<file path="config.mk">
export PLATFORM = sky130hd
export DESIGN_NAME = tftp_style_packet_deframer
export DESIGN_NICKNAME = d
export VERILOG_FILES = /design/src/rtl/core/tdf_pkg.sv /design/src/rtl/core/tdf_front.sv /design/src/rtl/core/tdf_queue.sv /design/src/rtl/core/tdf_back.sv /design/src/rtl/core/tftp_style_packet_deframer.sv
export SDC_FILE = /design/constraint.sdc
export NUM_CORES = 1
export LEC_CHECK = 0
export BUFFER_PORTS_ARGS = -buffer_cell sky130_fd_sc_hd__buf_2
export CORE_MARGIN = 2
export CORE_UTILIZATION = 60
export DETAILED_ROUTE_END_ITERATION = 12
export GPL_ROUTABILITY_DRIVEN = 0
export PLACE_DENSITY = 0.78
export SLEW_MARGIN = 5
export SYNTH_ARGS = -nofsm -noshare
export SYNTH_HDL_FRONTEND = slang
export SYNTH_HIERARCHICAL = 1
export SYNTH_SLANG_ARGS = --single-unit
</file>
<file path="constraint.sdc">
create_clock -name i_clk -period 13.47 [get_ports i_clk]
set_input_delay 2.694 -clock i_clk [delete_from_list [all_inputs] [get_ports i_clk]]
set_output_delay 2.694 -clock i_clk [all_outputs]
set_load 0.02 [all_outputs]
</file>
<file path="src/rtl/core/tdf_pkg.sv">
// ---------------------------------------------------------------------------
// TFTP deframer package
// Packet kinds, result word layout and shared sizes.
// ---------------------------------------------------------------------------
`timescale 1ns / 1ps

package tdf_pkg;

    localparam int DEF_MAX_CONTENT_BYTES = 512;
    localparam int QUEUE_DEPTH           = 4;

    localparam int BYTE_W   = 8;
    localparam int KIND_W   = 4;
    localparam int INDEX_W  = 9;
    localparam int HALF_W   = 16;
    localparam int HDR_W    = 3;
    localparam int TDATA_W  = 64;
    localparam int TUSER_W  = 5;

    typedef enum logic [KIND_W-1:0] {
        K_IDLE  = 4'd0,
        K_RRQ   = 4'd1,
        K_WRQ   = 4'd2,
        K_DATA  = 4'd3,
        K_ACK   = 4'd4,
        K_ERROR = 4'd5,
        K_DIRQ  = 4'd6,
        K_LOGRQ = 4'd7,
        K_DELRQ = 4'd8,
        K_BCAST = 4'd9,
        K_DISC  = 4'd10
    } t_kind;

    typedef struct packed {
        logic [KIND_W-1:0]  kind;
        logic               valid;
        logic [BYTE_W-1:0]  data;
        logic [INDEX_W-1:0] index;
        logic               last;
        logic [HALF_W-1:0]  block;
        logic [HALF_W-1:0]  error;
        logic [BYTE_W-1:0]  flag;
        logic               ovf;
    } t_result;

endpackage

</file>
<file path="src/rtl/core/tdf_front.sv">
// ---------------------------------------------------------------------------
// TFTP deframer front end
// Parse one byte per cycle while i_accept is high and build any result word it causes.
// ---------------------------------------------------------------------------
`timescale 1ns / 1ps

module tdf_front #(
    parameter int MAX_CONTENT_BYTES = tdf_pkg::DEF_MAX_CONTENT_BYTES
) (
    input  logic                         i_clk,
    input  logic                         i_rst_n,
    input  logic                         i_accept,
    input  logic [tdf_pkg::BYTE_W-1:0]   i_byte,
    output logic                         o_push,
    output tdf_pkg::t_result             o_result
);

    localparam int CNT_W = $clog2(MAX_CONTENT_BYTES + 1);

    tdf_pkg::t_kind              r_kind, n_kind;
    logic [tdf_pkg::HDR_W-1:0]   r_hdr, n_hdr;
    logic [tdf_pkg::BYTE_W-1:0]  r_hi, n_hi;
    logic [tdf_pkg::HALF_W-1:0]  r_block, n_block;
    logic [tdf_pkg::HALF_W-1:0]  r_error, n_error;
    logic [tdf_pkg::HALF_W-1:0]  r_remain, n_remain;
    logic [tdf_pkg::BYTE_W-1:0]  r_flag, n_flag;
    logic [CNT_W-1:0]            r_count, n_count;
    logic                        r_ovf, n_ovf;

    logic                        w_clear;
    logic                        w_emit;
    logic                        w_valid;
    logic                        w_last;
    logic                        w_kept;
    logic [tdf_pkg::HALF_W-1:0]  w_pair;
    logic [tdf_pkg::HALF_W-1:0]  w_dec;
    logic [CNT_W+tdf_pkg::INDEX_W-1:0] w_cnt_ext;
    logic                        w_opcode_ok;

    assign w_pair      = {r_hi, i_byte};
    assign w_dec       = r_remain - 16'd1;
    assign w_kept      = (r_count < CNT_W'(MAX_CONTENT_BYTES));
    assign w_cnt_ext   = {{tdf_pkg::INDEX_W{1'b0}}, r_count};
    assign w_opcode_ok = (i_byte != 8'd0) && (i_byte <= 8'(tdf_pkg::K_DISC));

    // next packet kind
    always_comb begin
        n_kind = r_kind;
        if (w_clear) begin
            n_kind = tdf_pkg::K_IDLE;
        end else if (r_kind == tdf_pkg::K_IDLE && w_opcode_ok &&
                     i_byte != 8'(tdf_pkg::K_DIRQ) && i_byte != 8'(tdf_pkg::K_DISC)) begin
            n_kind = tdf_pkg::t_kind'(i_byte[tdf_pkg::KIND_W-1:0]);
        end
    end

    // header fields, content tracking and result
    always_comb begin
        n_hdr    = r_hdr;
        n_hi     = r_hi;
        n_block  = r_block;
        n_error  = r_error;
        n_remain = r_remain;
        n_flag   = r_flag;
        n_count  = r_count;
        n_ovf    = r_ovf;
        w_clear  = 1'b0;
        w_emit   = 1'b0;
        w_valid  = 1'b0;
        w_last   = 1'b0;
        case (r_kind)
            tdf_pkg::K_IDLE: begin
                if (w_opcode_ok) begin
                    if (i_byte == 8'(tdf_pkg::K_DIRQ) || i_byte == 8'(tdf_pkg::K_DISC)) begin
                        w_emit = 1'b1;
                        w_last = 1'b1;
                    end else begin
                        n_hdr = '0;
                    end
                end
            end
            tdf_pkg::K_DATA: begin
                if (r_hdr < 3'd4) begin
                    n_hdr = r_hdr + 3'd1;
                    if (!r_hdr[0]) begin
                        n_hi = i_byte;
                    end else if (r_hdr == 3'd1) begin
                        n_remain = w_pair;
                    end else begin
                        n_block = w_pair;
                        if (r_remain == '0) begin
                            w_emit  = 1'b1;
                            w_last  = 1'b1;
                            w_clear = 1'b1;
                        end
                    end
                end else begin
                    n_remain = w_dec;
                    if (w_kept) begin
                        w_emit  = 1'b1;
                        w_valid = 1'b1;
                        w_last  = (w_dec == '0);
                        n_count = r_count + CNT_W'(1);
                    end else begin
                        n_ovf  = 1'b1;
                        w_emit = (w_dec == '0);
                        w_last = (w_dec == '0);
                    end
                    w_clear = (w_dec == '0);
                end
            end
            tdf_pkg::K_ACK: begin
                if (r_hdr == '0) begin
                    n_hi  = i_byte;
                    n_hdr = 3'd1;
                end else begin
                    n_block = w_pair;
                    w_emit  = 1'b1;
                    w_last  = 1'b1;
                    w_clear = 1'b1;
                end
            end
            tdf_pkg::K_RRQ, tdf_pkg::K_WRQ, tdf_pkg::K_LOGRQ, tdf_pkg::K_DELRQ,
            tdf_pkg::K_ERROR, tdf_pkg::K_BCAST: begin
                if (r_kind == tdf_pkg::K_ERROR && r_hdr == 3'd0) begin
                    n_hi  = i_byte;
                    n_hdr = 3'd1;
                end else if (r_kind == tdf_pkg::K_ERROR && r_hdr == 3'd1) begin
                    n_error = w_pair;
                    n_hdr   = 3'd2;
                end else if (r_kind == tdf_pkg::K_BCAST && r_hdr == 3'd0) begin
                    n_flag = i_byte;
                    n_hdr  = 3'd1;
                end else if (i_byte == 8'd0) begin
                    w_emit  = 1'b1;
                    w_last  = 1'b1;
                    w_clear = 1'b1;
                end else if (w_kept) begin
                    w_emit  = 1'b1;
                    w_valid = 1'b1;
                    n_count = r_count + CNT_W'(1);
                end else begin
                    n_ovf = 1'b1;
                end
            end
            default: begin
                w_clear = 1'b1;
            end
        endcase
    end

    always_comb begin
        o_push          = i_accept && w_emit;
        o_result.kind   = (r_kind == tdf_pkg::K_IDLE) ? i_byte[tdf_pkg::KIND_W-1:0] : r_kind;
        o_result.valid  = w_valid;
        o_result.data   = w_valid ? i_byte : '0;
        o_result.index  = w_valid ? w_cnt_ext[tdf_pkg::INDEX_W-1:0] : '0;
        o_result.last   = w_last;
        o_result.block  = n_block;
        o_result.error  = n_error;
        o_result.flag   = n_flag;
        o_result.ovf    = n_ovf;
    end

    always_ff @(posedge i_clk) begin
        if (!i_rst_n) begin
            r_kind   <= tdf_pkg::K_IDLE;
            r_hdr    <= '0;
            r_hi     <= '0;
            r_block  <= '0;
            r_error  <= '0;
            r_remain <= '0;
            r_flag   <= '0;
            r_count  <= '0;
            r_ovf    <= 1'b0;
        end else if (i_accept) begin
            r_kind <= n_kind;
            if (w_clear) begin
                r_hdr    <= '0;
                r_hi     <= '0;
                r_block  <= '0;
                r_error  <= '0;
                r_remain <= '0;
                r_flag   <= '0;
                r_count  <= '0;
                r_ovf    <= 1'b0;
            end else begin
                r_hdr    <= n_hdr;
                r_hi     <= n_hi;
                r_block  <= n_block;
                r_error  <= n_error;
                r_remain <= n_remain;
                r_flag   <= n_flag;
                r_count  <= n_count;
                r_ovf    <= n_ovf;
            end
        end
    end

endmodule

</file>
<file path="src/rtl/core/tdf_queue.sv">
// ---------------------------------------------------------------------------
// TFTP deframer result queue
// Short first-in first-out buffer between parser and output stage.
// ---------------------------------------------------------------------------
`timescale 1ns / 1ps

module tdf_queue (
    input  logic             i_clk,
    input  logic             i_rst_n,
    input  logic             i_push,
    input  tdf_pkg::t_result i_wdata,
    input  logic             i_pop,
    output logic             o_full,
    output logic             o_empty,
    output tdf_pkg::t_result o_rdata
);

    localparam int PTR_W = $clog2(tdf_pkg::QUEUE_DEPTH);
    localparam int CNT_W = $clog2(tdf_pkg::QUEUE_DEPTH + 1);

    tdf_pkg::t_result r_mem [tdf_pkg::QUEUE_DEPTH];
    logic [PTR_W-1:0] r_wptr, n_wptr;
    logic [PTR_W-1:0] r_rptr, n_rptr;
    logic [CNT_W-1:0] r_cnt, n_cnt;

    assign o_full  = (r_cnt == CNT_W'(tdf_pkg::QUEUE_DEPTH));
    assign o_empty = (r_cnt == '0);
    assign o_rdata = r_mem[r_rptr];

    always_comb begin
        n_wptr = i_push ? r_wptr + PTR_W'(1) : r_wptr;
        n_rptr = i_pop  ? r_rptr + PTR_W'(1) : r_rptr;
        n_cnt  = r_cnt + CNT_W'(i_push) - CNT_W'(i_pop);
    end

    always_ff @(posedge i_clk) begin
        if (i_push) begin
            r_mem[r_wptr] <= i_wdata;
        end
    end

    always_ff @(posedge i_clk) begin
        if (!i_rst_n) begin
            r_wptr <= '0;
            r_rptr <= '0;
            r_cnt  <= '0;
        end else begin
            r_wptr <= n_wptr;
            r_rptr <= n_rptr;
            r_cnt  <= n_cnt;
        end
    end

endmodule

</file>
<file path="src/rtl/core/tdf_back.sv">
// ---------------------------------------------------------------------------
// TFTP deframer output stage
// Register the head of the queue onto the master stream.
// ---------------------------------------------------------------------------
`timescale 1ns / 1ps

module tdf_back (
    input  logic             i_clk,
    input  logic             i_rst_n,
    input  logic             i_empty,
    input  tdf_pkg::t_result i_head,
    output logic             o_pop,
    input  logic             i_ready,
    output logic             o_valid,
    output tdf_pkg::t_result o_result
);

    logic             r_valid, n_valid;
    tdf_pkg::t_result r_result;

    assign o_pop    = !i_empty && (!r_valid || i_ready);
    assign n_valid  = o_pop || (r_valid && !i_ready);
    assign o_valid  = r_valid;
    assign o_result = r_result;

    always_ff @(posedge i_clk) begin
        if (!i_rst_n) begin
            r_valid <= 1'b0;
        end else begin
            r_valid <= n_valid;
        end
    end

    always_ff @(posedge i_clk) begin
        if (o_pop) begin
            r_result <= i_head;
        end
    end

endmodule

</file>
<file path="src/rtl/core/tftp_style_packet_deframer.sv">
// ---------------------------------------------------------------------------
// TFTP-style packet deframer
// Path: an accepted byte's result word goes into a queue entry, then the
// output register, before the first edge that can accept it.
// Throughput: 1 byte per cycle while the queue is not full; the 4-entry queue decouples stalls.
// Reset: i_rst_n synchronous, active low; clears parser state and queue.
// After reset the block is idle and takes bytes on the next cycle.
// ---------------------------------------------------------------------------
`timescale 1ns / 1ps

module tftp_style_packet_deframer #(
    parameter int MAX_CONTENT_BYTES = tdf_pkg::DEF_MAX_CONTENT_BYTES
) (
    input  logic                          i_clk,
    input  logic                          i_rst_n,
    input  logic                          s_axis_tvalid,
    output logic                          s_axis_tready,
    input  logic [tdf_pkg::BYTE_W-1:0]    s_axis_tdata,  // [7:0] in_byte
    output logic                          m_axis_tvalid,
    input  logic                          m_axis_tready,
    // [7:0] content_byte, [16:8] content_index, [32:17] block_number,
    // [48:33] error_value, [56:49] bcast_flag, [57] overflow, [63:58] zero
    output logic [tdf_pkg::TDATA_W-1:0]   m_axis_tdata,
    output logic [tdf_pkg::TUSER_W-1:0]   m_axis_tuser,  // [3:0] packet_kind, [4] content_valid
    output logic                          m_axis_tlast   // packet_end
);

    logic             w_accept;
    logic             w_push;
    logic             w_pop;
    logic             w_full;
    logic             w_empty;
    tdf_pkg::t_result w_front_res;
    tdf_pkg::t_result w_head;
    tdf_pkg::t_result w_out;

    assign s_axis_tready = !w_full;
    assign w_accept      = s_axis_tvalid && s_axis_tready;

    tdf_front #(
        .MAX_CONTENT_BYTES (MAX_CONTENT_BYTES)
    ) u_front (
        .i_clk    (i_clk),
        .i_rst_n  (i_rst_n),
        .i_accept (w_accept),
        .i_byte   (s_axis_tdata),
        .o_push   (w_push),
        .o_result (w_front_res)
    );

    tdf_queue u_queue (
        .i_clk   (i_clk),
        .i_rst_n (i_rst_n),
        .i_push  (w_push),
        .i_wdata (w_front_res),
        .i_pop   (w_pop),
        .o_full  (w_full),
        .o_empty (w_empty),
        .o_rdata (w_head)
    );

    tdf_back u_back (
        .i_clk    (i_clk),
        .i_rst_n  (i_rst_n),
        .i_empty  (w_empty),
        .i_head   (w_head),
        .o_pop    (w_pop),
        .i_ready  (m_axis_tready),
        .o_valid  (m_axis_tvalid),
        .o_result (w_out)
    );

    assign m_axis_tdata = {6'b0, w_out.ovf, w_out.flag, w_out.error, w_out.block,
                           w_out.index, w_out.data};
    assign m_axis_tuser = {w_out.valid, w_out.kind};
    assign m_axis_tlast = w_out.last;

endmodule

</file>
Yosys cells after proc, flatten, opt, wreduce, memory -nomap -nowiden --
Memory sizes are Yosys's and may differ from the RTL's. A register that Yosys moved wholly into a read port is not among the register bits. Cells that the tools add are included.
Storage, ports and cells: flip-flop bits (word level) 90, bits in writable memories 256, input port bits 12, memories 1, output and inout port bits 72, word-level logic and storage cells 173
Operators by class: $add $sub $neg 7, mux-type cells 85, equal/unequal tests 28, reduce and logical (&&, ||, !) cells 36, $lt $le $gt $ge 3
Memory list:
- u_queue.r_mem | depth 4, bits a word 64, rd ports 1, clocked after memory_dff 1, write ports 1, RTL line tdf_queue.sv:21 | tdf_pkg::t_result r_mem [tdf_pkg::QUEUE_DEPTH];
Operator list (count):
- 16-bit 2-to-1 mux | 14
- 8-bit 2-to-1 mux | 11
- 10-bit 2-to-1 mux | 7
- 16-bit logical NOT | 2
- 1-bit 2-to-1 mux | 32
- 16-bit one-hot mux with 2 select lines | 1
- 3-bit 2-to-1 mux | 8
- 8-bit one-hot mux with 3 select lines | 1
- 3-bit by 2-bit != test with 1-bit output, second input constant | 7
- 10-bit one-hot mux with 2 select lines | 1
- 16-bit by 1-bit subtractor with 16-bit output, second input constant | 1
- 3-bit by 1-bit != test with 1-bit output, second input constant | 5
- 7-bit AND reduction | 2
- 4-bit by 3-bit equality test with 1-bit output, second input constant | 3
- 4-bit 2-to-1 mux | 3
- 1-bit one-hot mux with 4 select lines | 3
- 3-bit one-hot mux with 4 select lines | 1
- 1-bit logical AND | 11
- 10-bit by 1-bit adder with 10-bit output, second input constant | 1
- 10-bit less-than comparator, second input constant | 1
- 9-bit 2-to-1 mux | 1
- 4-bit by 2-bit equality test with 1-bit output, second input constant | 2
- 4-bit equality test, second input constant | 2
- 8-bit by 3-bit equality test with 1-bit output, second input constant | 1
- 29 further kinds | 38

Logic depth before layout (Yosys ltp) --
Gate-level depths: netlist of run 1.
word-level depth 10, depth in mapped cells 16, gate-level depth less buffers 14

By module --
Netlist of run 1, hierarchy kept.
Modules (own cells, without submodules):
- tdf_queue | area each 9753.1 sq um, cells an instance 377, seq. area each 7867.5 sq um, instances 1
- tdf_front | area each 4889.7 sq um, cells an instance 577, seq. area each 1641.6 sq um, instances 1
- tdf_back | area each 1965.6 sq um, cells an instance 68, seq. area each 1941.9 sq um, instances 1
- tftp_style_packet_deframer | area each 58.8 sq um, cells an instance 9, seq. area each 0.0 sq um, instances 1

Worst setup path before layout of run 1 --
OpenSTA, ideal clock, no wires.
path type input -> register, from in m_axis_tready, to reg u_queue.r_cnt[2], cell stages on the path 8, setup time 117 ps, arrival time 7309 ps, slack 6043 ps, buffers on the path 0, cells stage by stage nand2b_1 -> nor2b_1 -> ha_1 -> inv_1 -> ha_1 -> fa_1 -> xor3_1 -> nor2_1
Between the ends: word-level cells in the longest chain between the ends 3
RTL lines:
- from (decl) | RTL line tftp_style_packet_deframer.sv:20 | input logic m_axis_tready,
- 1-bit logical OR | RTL line tdf_back.sv:21 | assign o_pop = !i_empty && (!r_valid || i_ready);
- 1-bit logical AND | RTL line tdf_back.sv:21
- net w_pop | RTL line tftp_style_packet_deframer.sv:30 | logic w_pop;
- 3-bit by 1-bit subtractor with 3-bit output | RTL line tdf_queue.sv:33 | n_cnt = r_cnt + CNT_W'(i_push) - CNT_W'(i_pop);
- to (signal assigned) | RTL line tdf_queue.sv:50 | r_cnt <= n_cnt;
- to (decl) | RTL line tdf_queue.sv:24 | logic [CNT_W-1:0] r_cnt, n_cnt;
The timed path passes the listed nets, and every way through them passes these cells. A chain may end at the register's enable or synchronous reset.

Worst setup path after layout of run 1 --
from in s_axis_tdata[6] (netlist name), to mem u_queue/r_mem[0][6] (netlist name), enable pin
Between the ends: word-level cells in the longest chain between the ends 9, elaborated cells between the ends (all ways) 17, those cells by class order compare: 1; eq/ne: 2; mux: 9; reduce/logical: 5
RTL lines:
- from (decl) | RTL line tftp_style_packet_deframer.sv:18 | input logic [tdf_pkg::BYTE_W-1:0] s_axis_tdata,
- branches (longest 5 deep; another with 8-bit by 4-bit <= comparator with 1-bit output)
- 1-bit one-hot mux with 4 select lines * | RTL line tdf_front.sv:71 | case (r_kind)
- 1-bit logical AND * | RTL line tdf_front.sv:153 | o_push = i_accept && w_emit;
- net w_push | RTL line tftp_style_packet_deframer.sv:29 | logic w_push;
- 1-bit 2-to-1 mux * | RTL line tdf_queue.sv:37 | if (i_push) begin
- 1-bit 2-to-1 mux (implied by the code) * | RTL line tdf_queue.sv:38 | r_mem[r_wptr] <= i_wdata;
- to (decl) | RTL line tdf_queue.sv:21
Mark *: on every way through the listed nets, which the timed path passes.

==> impl_results.md, run 1 <==
* Count leader, synth: edfxtp_1
* Final setup violation count at 0
* Nets@finish at 1123
* CP Launch Type: primary input
* Synth area leaders: edfxtp_1, dfxtp_1, mux4_2, mux2_2, a22oi_1
* # hold bufs at CTS at 0
* Post-CTS Resized at 0
* Comb pwr share at 0.168
* Antenna violations before repair at 0
* WL/cell at 22.6 um
* Outcome: complete, no violations
* Ys async rst share at 0
* Fin. Hold Viols at 0
* Row Count at 61
* Clock-pin slew of the registers on the worst-case setup and hold paths at 0.06 ns
* GRT overflow at 0
* CTS tree: yes
* CP cell instances: buf_2 -> or4_1 -> or3_1 -> o21a_1 -> o21ai_0 -> or3_1 -> nor2_1 -> nor2_1 -> and2_2 -> buf_4
* Clock power frac at 0.350
* CTS Buffer Depth at 3
* First-pass GRT wire length at 52400 um
* Tcrit/Tclk final at 0.448
* Post-route ant nets at 0
* Worst EP arrival at 6.17 ns
* Vias at 9283
* Yosys warning count at 6
* Worst Skew at 0.0193 ns
* Layout Cells excl Fill at 1507
* Share of the synthesized area in the top cell type at 0.577
* Max Freq at 166 MHz
* Placed cells at 1434
* Setup CP Type: primary input to flop
* Number of flops mapped to enable cells by yosys at 320
* Total Routing Usage GR at 0.238
* Data required, critical path at 13.60 ns
* Worst path max stage delay at 0.70 ns
* Unrepaired setup endpoints after global routing: false
* Die area at 0.0291 sq mm
* Min cycle time layout at 6.04 ns
* Max Slew Vio Count at 0
* Pleak at 6.32 nW
* Hold path start: u_front/r_hdr[1]
* Gate Count Post-Synth at 1031
* Switching pwr at 0.836 mW
* Slowest cell on the critical path: buf_4
* Hold Slack at 0.481 ns
* Initial Util at 0.605
* Max cap viols at 0
* Critical path peak fanout at 64
* Slew of the pin with the lowest slew margin at 1.20 ns
* Pre-CTS WS at 7.01 ns
* Setup_tns at 0 ns
* Initial DRC Count at 1087
* R2R cell count at 12
* Hold Path Class: flop to flop
* Via density at 6.16
* Layout area overhead at 11.4%
* DIE WIDTH at 171 um
* Final WS setup at 7.43 ns
* Register area share after synthesis at 0.687
* Synth unique cells at 80
* R2R setup slack at 8.36 ns
* Vias in the first global route at 8984
* WHS Endpoint: u_front/r_hdr[1]
* TritonCTS Buffers at 40
* Sequential share of power at 0.482
* I/O Buffers at 77
* Internal Power at 2.38 mW
* Placed wire-length estimate at 20200 um
* Mean Syn Cell Area at 16.2 sq um
* IO Pins at 84
* Launching point of the worst reg2reg path: u_front/r_remain[0]
* TritonRoute pass-1 iters at 7
* Mapped Area at 0.0167 sq mm
* Fill count at 1826
* Layout cells sized above 1 at 0.244
* H-tree levels at 2
* Number of post-CTS setup repair buffers at 0
* VDD IR max at 0.000233 V
* WHS Path Cells at 2
* Setup crit end kind: flop
* DRC violations left at 0
* Synth top cells by count: edfxtp_1, dfxtp_1, nor2_1, mux4_2, a22oi_1
* Root buf cell: clkbuf_16
* Switch share at 0.260
* Worst slew margin at 0.199
* Worst skew pair latency at 0.53 ns
* Largest net degree at the start of global routing at 69
* Synth Register Bits at 412
* Worst R2R End: u_queue/r_mem[0][6]
* Total Routed Length at 34000 um
* Core area at 0.0276 sq mm
* Antenna Diode Count at 0
* Die H at 171 um
* CTS sink count at 412
* Pwr Density at 173 mW/mm^2
* Top FF cell, synth: edfxtp_1
* Area leader, netlist: edfxtp_1
==> sequential cells by signal, summed over array words and instances (netlist names), named ones only <==
signal            cells
u_front/r_kind        4
u_front/r_flag        8
u_front/r_error      16
u_queue/r_rptr        2
u_front/r_hdr         3
u_front/r_count      10
u_front/r_block      16
u_queue/r_cnt         3
u_back/o_valid        1
u_front/r_hi          8
u_queue/r_mem       256
u_front/r_ovf         1
u_back/o_result      64
u_queue/r_wptr        2
u_front/r_remain     16
==> metrics by stage <==
step	instance area, sq um	power (mW)	utilization
5_1_grt	18600	3.32	0.674
6_report	18600	3.21	0.674
2_1_floorplan	16700	1.99	-
3_5_place_dp	17200	2.12	0.626
4_1_cts	18600	3.24	0.674
3_3_place_gp	17200	2.11	0.626
==> layout by cell type (no fill, tap or decap), types with 5 or more instances in the layout <==
| cell type | count |
|---|---|
| nor3b_1 | 5 |
| mux4_2 | 60 |
| a31oi_1 | 7 |
| a21oi_1 | 24 |
| conb_1 | 6 |
| clkbuf_1 | 10 |
| buf_2 | 77 |
| and3_1 | 7 |
| nand4_1 | 6 |
| clkinv_1 | 6 |
| inv_1 | 17 |
| and2_1 | 26 |
| edfxtp_1 | 320 |
| a221o_1 | 11 |
| mux2_2 | 40 |
| a22oi_1 | 41 |
| o21a_1 | 9 |
| or4_1 | 6 |
| nor2_1 | 64 |
| a21o_1 | 6 |
| nand2_1 | 32 |
| a32o_1 | 8 |
| nor3_1 | 29 |
| bufinv_16 | 6 |
| nor4_1 | 7 |
| dfxtp_1 | 90 |
| nand2b_1 | 7 |
| or3_1 | 7 |
| nand3_1 | 9 |
| mux2i_1 | 5 |
| ha_1 | 12 |
| buf_4 | 13 |
| o31ai_1 | 6 |
| clkbuf_16 | 40 |
| o21ai_0 | 14 |
==> how the worst max path moves through the flow <==
stage | startpoint | to | slack [ns] | cells past startpoint
floorplan | m_axis_tready | u_queue/r_cnt[2] | 6.04 | 8
global placement | s_axis_tdata[6] | u_queue/r_mem[3][18] | 7.11 | 10
detailed placement | s_axis_tdata[6] | u_queue/r_mem[1][30] | 7.01 | 10
CTS | s_axis_tdata[6] | u_queue/r_mem[0][33] | 7.54 | 10
global route | s_axis_tdata[6] | u_queue/r_mem[0][5] | 7.33 | 10
finish | s_axis_tdata[6] | u_queue/r_mem[0][6] | 7.43 | 10
==> per-layer routing <==
| layer | up-vias | track usage | wire length (um) |
|---|---|---|---|
| met2 | 355 | 0.378 | 16500 |
| met3 | 49 | 0.0393 | 2190 |
| met4 | 0 | 0.0595 | 521 |
| met5 | - | 0 | 0 |
| met1 | 4678 | 0.348 | 14800 |
| li1 | 4201 | - | - |
==> critical path: cells and delay by family <==
family,cells,cell delay (ns)
compound gates,2,0.46
buf+inv,2,0.88
simple gates,6,2.02
==> power by group through the flow <==
| stage | clock [mW] | sequential, mW | combinational [mW] |
|---|---|---|---|
| 6_report | 1.13 | 1.55 | 0.540 |
| 5_1_grt | 1.18 | 1.56 | 0.578 |
| 4_1_cts | 1.14 | 1.55 | 0.549 |
| 3_5_place_dp | 0 | 1.57 | 0.547 |
| 3_3_place_gp | 0 | 1.57 | 0.541 |
| 2_1_floorplan | 0 | 1.70 | 0.291 |
==> logic make-up (layout without fill, tap and decap cells) <==
logic type | count (synthesis) | in the layout | synth area share
AND/OR/NAND/NOR | 239 | 239 | 0.0775
multiplexers | 109 | 109 | 0.117
adder cells (fa/ha/maj) | 13 | 13 | 0.0102
buffers and inverters | 87 | 180 | 0.0298
AO/OA/AOI/OAI | 165 | 165 | 0.0742
other | 1 | 6 | 0.000225
flip-flops | 412 | 412 | 0.687
XOR/XNOR | 5 | 5 | 0.00353
==> layout make-up <==
cell class | instances | area (sq um) | area share
flip-flops and latches | 412 | 11500 | 0.617
clock buffers | 52 | 1060 | 0.0571
multi-input cells | 537 | 4760 | 0.257
well taps | 378 | 473 | 0.0255
repair buffers | 90 | 483 | 0.0260
clock inverters | 21 | 272 | 0.0146
inverters | 17 | 63.8 | 0.00344
No activity file was read; power rests on OpenSTA's default activity.
==> inputs of run 2 (changes only) <==
--- a/config.mk
+++ b/config.mk
@@ -5,6 +5,7 @@
 export SDC_FILE = /design/constraint.sdc
 export NUM_CORES = 1
 export LEC_CHECK = 0
+export ABC_AREA = 1
 export BUFFER_PORTS_ARGS = -buffer_cell sky130_fd_sc_hd__buf_2
 export CORE_MARGIN = 2
 export CORE_UTILIZATION = 60
==> constraint.sdc (replaced) <==
create_clock -name i_clk -period 6.3 [get_ports i_clk]
set_input_delay 1.26 -clock i_clk [delete_from_list [all_inputs] [get_ports i_clk]]
set_output_delay 1.26 -clock i_clk [all_outputs]
set_load 0.02 [all_outputs]
==> run 2 against run 1 <==
  * Critical path depth is 3 higher
  * Clock skew is 0.0059 ns lower
  * Clock power is 110% higher
  * First-iteration DRC count is 10% higher
  * Power grew to 2.7 times the previous value
  * Critical endpoint is now u_queue/r_mem[1][12]
  * Largest cell class unchanged
  * Highest routed layer is now met5
==> impl_results.md, run 2 <==
* Outcome: complete, no violations (unchanged)
* Launching point of the worst reg2reg path: u_front/r_hdr[2] (was u_front/r_remain[0])
* Pre-CTS WS at 1.72 ns (was 7.01 ns)
* Fill count at 2089 (was 1826)
* Top FF cell, synth: edfxtp_1 (unchanged)
* Tcrit/Tclk final at 0.668
* Worst skew pair latency at 0.52 ns (was 0.53 ns)
* Count leader, synth: nand2_1 (was edfxtp_1)
* Max reg flops at 256 (unchanged)
* Internal Power at 5.69 mW (was 2.38 mW)
* # hold bufs at CTS at 0 (unchanged)
* Die H at 175 um (was 171 um)
* Buf/Inv on CP at 4 (was 2)
* Final WS setup at 2.09 ns (was 7.43 ns)
* Data required, critical path at 6.50 ns (was 13.60 ns)
* Clock-pin slew of the registers on the worst-case setup and hold paths at 0.06 ns (about the same)
* Synth top cells by count: nand2_1, edfxtp_1, inv_1, nor2_1, a21oi_1 (was edfxtp_1, dfxtp_1, nor2_1, mux4_2, a22oi_1)
* Worst Skew at 0.0134 ns (was 0.0193 ns)
* Switching pwr at 3.14 mW (was 0.836 mW)
* Setup crit end kind: flop (unchanged)
* CP cell instances: inv_2 -> nand2_1 -> nand4_1 -> nor3_1 -> nand3_1 -> o21ai_1 -> nor2_8 -> o211ai_1 -> o21ai_0 -> inv_1 -> nand2_1 -> inv_2 -> buf_4 (was buf_2 -> or4_1 -> or3_1 -> o21a_1 -> o21ai_0 -> or3_1 -> nor2_1 -> nor2_1 -> and2_2 -> buf_4)
* VDD IR max at 0.000636 V (was 0.000233 V)
* Post-synthesis compound-gate area fraction at 0.109 (was 0.0742)
* Worst R2R End: u_queue/r_mem[1][12] (was u_queue/r_mem[0][6])
* Post-Synth Simple-Gate Area at 0.146 (was 0.0775)
* Setup_tns at 0 ns (unchanged)
* CP Launch Type: flop (was primary input)
* Power, Total at 8.83 mW (was 3.21 mW)
* CTS Buffer Depth at 3 (unchanged)
* Via density at 5.51 (was 6.16)
* Slew of the pin with the lowest slew margin at 1.15 ns (was 1.20 ns)
* Layout cells sized above 1 at 0.100 (was 0.244)
* DIE WIDTH at 175 um (was 171 um)
* Max Freq at 238 MHz
* Register area share after synthesis at 0.655 (was 0.687)
* WL/cell at 16.8 um (was 22.6 um)
* H-tree levels at 2 (unchanged)
* Nets@finish at 1789 (was 1123)
* Placed wire-length estimate at 23000 um (was 20200 um)
* Synth unique cells at 40 (was 80)
* Mean Syn Cell Area at 10.2 sq um (was 16.2 sq um)
* Yosys warning count at 6 (unchanged)
* Antenna violations before repair at 1 (was 0)
* DRC violations left at 0 (unchanged)
* CTS sink count at 412 (unchanged)
* Number of post-CTS setup repair buffers at 0 (unchanged)
* Largest net degree at the start of global routing at 257 (was 69)
* Hold Path Class: flop to flop (unchanged)
* Synth Register Bits at 412 (unchanged)
* First-pass GRT wire length at 58500 um (was 52400 um)
* TritonRoute pass-1 iters at 5 (was 7)
* Crit path to: u_queue/r_mem[1][12] (was u_queue/r_mem[0][6])
* Comb pwr share at 0.310 (was 0.168)
* Post-route ant nets at 0 (unchanged)
* Final setup violation count at 0 (unchanged)
* Worst EP arrival at 4.41 ns (was 6.17 ns)
* GRT overflow at 0 (unchanged)
* R2R setup slack at 2.09 ns (was 8.36 ns)
* Pwr Density at 456 mW/mm^2 (was 173 mW/mm^2)
* Commonest cells after routing, fill and taps aside: nand2_1, edfxtp_1, inv_1 (was edfxtp_1, dfxtp_1, buf_2)
* Post-CTS Resized at 0 (unchanged)
* Post-synthesis mux area share at 0 (was 0.117)
* Unrepaired setup endpoints after global routing: false (unchanged)
* Crit. Startpoint: u_front/r_hdr[2] (was s_axis_tdata[6])
* Fin. Hold Viols at 0 (unchanged)
* Most common cell after layout, fill and taps aside: nand2_1 (was edfxtp_1)
* Min cycle time layout at 4.21 ns
* Synth area leaders: edfxtp_1, dfxtp_1, nand2_1, inv_1, a21oi_1 (was edfxtp_1, dfxtp_1, mux4_2, mux2_2, a22oi_1)
* Post-Layout Inst Area at 0.0193 sq mm (was 0.0186 sq mm)
* Ys async rst share at 0 (unchanged)
* Vias in the first global route at 11500 (was 8984)
* Initial Util at 0.609 (was 0.605)
* Vias at 12000 (was 9283)
* R2R cell count at 13 (was 12)
* Sequential cell area at 0.0115 sq mm (about the same)
* TritonCTS Buffers at 40 (unchanged)
* Layout area overhead at 10.6% (was 11.4%)
* Adder-cell area share of the yosys netlist at 0.00973 (was 0.0102)
* Area leader, netlist: edfxtp_1 (unchanged)
* Sequential share of power at 0.423 (was 0.482)
* Clock power frac at 0.268 (was 0.350)
* Number of flops mapped to enable cells by yosys at 320 (unchanged)
* Utilization after layout at 0.674 (about the same)
* Multi-input gate area at 0.00472 sq mm (was 0.00476 sq mm)
* Hold Slack at 0.465 ns (was 0.481 ns)
* Placed Area at 0.0180 sq mm (was 0.0172 sq mm)
* Total Routing Usage GR at 0.242 (was 0.238)
* Setup CP Type: flop to flop (was primary input to flop)
* Mapped Area at 0.0175 sq mm (was 0.0167 sq mm)
* Antenna Diode Count at 0 (unchanged)
* Largest family of logic cells by synthesized area: simple AND/OR/NAND/NOR gates (was multiplexers)
* Stages on the worst setup path at 13 (was 10)
* Max Slew Vio Count at 0 (unchanged)
* Switch share at 0.356 (was 0.260)
* Pleak at 7.59 nW (was 6.32 nW)
* Family with the most delay on the worst path: buffers and inverters (was simple AND/OR/NAND/NOR gates)
* Slowest cell on the critical path: dfxtp_1 (was buf_4)
* CTS tree: yes (unchanged)
* Worst path max stage delay at 0.96 ns (was 0.70 ns)
* Most flop-heavy register: u_queue/r_mem (unchanged)
* Layout Cells excl Fill at 2177 (was 1507)
* Placed cells at 2106 (was 1434)
* Critical path peak fanout at 41 (was 64)
* Total Routed Length at 36600 um (was 34000 um)
* Root buf cell: clkbuf_16 (unchanged)
* Die area at 0.0305 sq mm (was 0.0291 sq mm)
* Max cap viols at 0 (unchanged)
* Share of the synthesized area in the top cell type at 0.550 (was 0.577)
* I/O Buffers at 77 (unchanged)
* Core area at 0.0287 sq mm (was 0.0276 sq mm)
* Worst slew margin at 0.231 (was 0.199)
* IO Pins at 84 (unchanged)
* Xor and xnor area share after synthesis at 0.00301 (was 0.00353)
* Row Count at 62 (was 61)
* Gate Count Post-Synth at 1717 (was 1031)
* Initial DRC Count at 1197 (was 1087)
## run 2: cell count changes after synthesis, sizes merged, moves of 64 or more
| cell | before | now |
|---|---|---|
| o211ai | 0 | 65 |
| mux4 | 64 | 0 |
| nor2 | 65 | 152 |
| nand2 | 32 | 413 |
| inv | 17 | 223 |
| o21ai | 17 | 137 |
| a21oi | 27 | 133 |
## run 2: worst register-to-register path: stages, from the launching register on
cell and delay [ns]:
dfxtp_1 0.96, inv_2 0.32, nand2_1 0.18, nand4_1 0.09
nor3_1 0.14, nand3_1 0.10, o21ai_1 0.23, nor2_8 0.06
o211ai_1 0.31, o21ai_0 0.15, inv_1 0.17, nand2_1 0.09
inv_2 0.69, buf_4 0.39
## run 2: worst min path at each step
stage	from	end	slack (ns)	depth (start not counted)
final	u_front/r_error[5]	u_front/r_error[5]	0.46	2
after global routing	u_front/r_error[13]	u_front/r_error[13]	0.49	2
after CTS	u_front/r_block[2]	u_front/r_block[2]	0.46	2
after detailed placement	u_front/r_block[2]	u_front/r_block[2]	0.46	2
after global placement	u_queue/r_rptr[1]	flop	0.45	2
after floorplan	u_queue/r_rptr[1]	flop	0.44	2
## run 2: logic make-up after synthesis
| group | Yosys count |
|---|---|
| fa+ha+maj | 13 |
| compound gates | 343 |
| buf+inv | 314 |
| simple gates | 628 |
| flops | 412 |
| other cells | 1 |
| xor+xnor | 6 |
## run 2: area by class of cell
cell class              instances  area share
well taps                     384      0.0248
repair buffers                 89      0.0272
multi-input cells             996       0.244
inverters                     225      0.0437
clock inverters                16     0.00925
flip-flops and latches        412       0.592
clock buffers                  55      0.0584
## run 2: layer usage
metal	vias to the layer above	global-route usage	part of all wire
li1	5803	-	-
met1	5668	0.324	0.41
met2	460	0.404	0.48
met3	70	0.0372	0.079
met4	2	0.0868	0.029
met5	-	0	0.00035
## run 2: power groups by stage
stage	sequential, mW	clock (mW)	combinational (mW)
6_report	3.73	2.36	2.73
5_1_grt	3.78	2.50	3.04
4_1_cts	3.73	2.40	2.74
3_5_place_dp	3.79	0	2.72
3_3_place_gp	3.78	0	2.66
2_1_floorplan	4.05	0	1.76
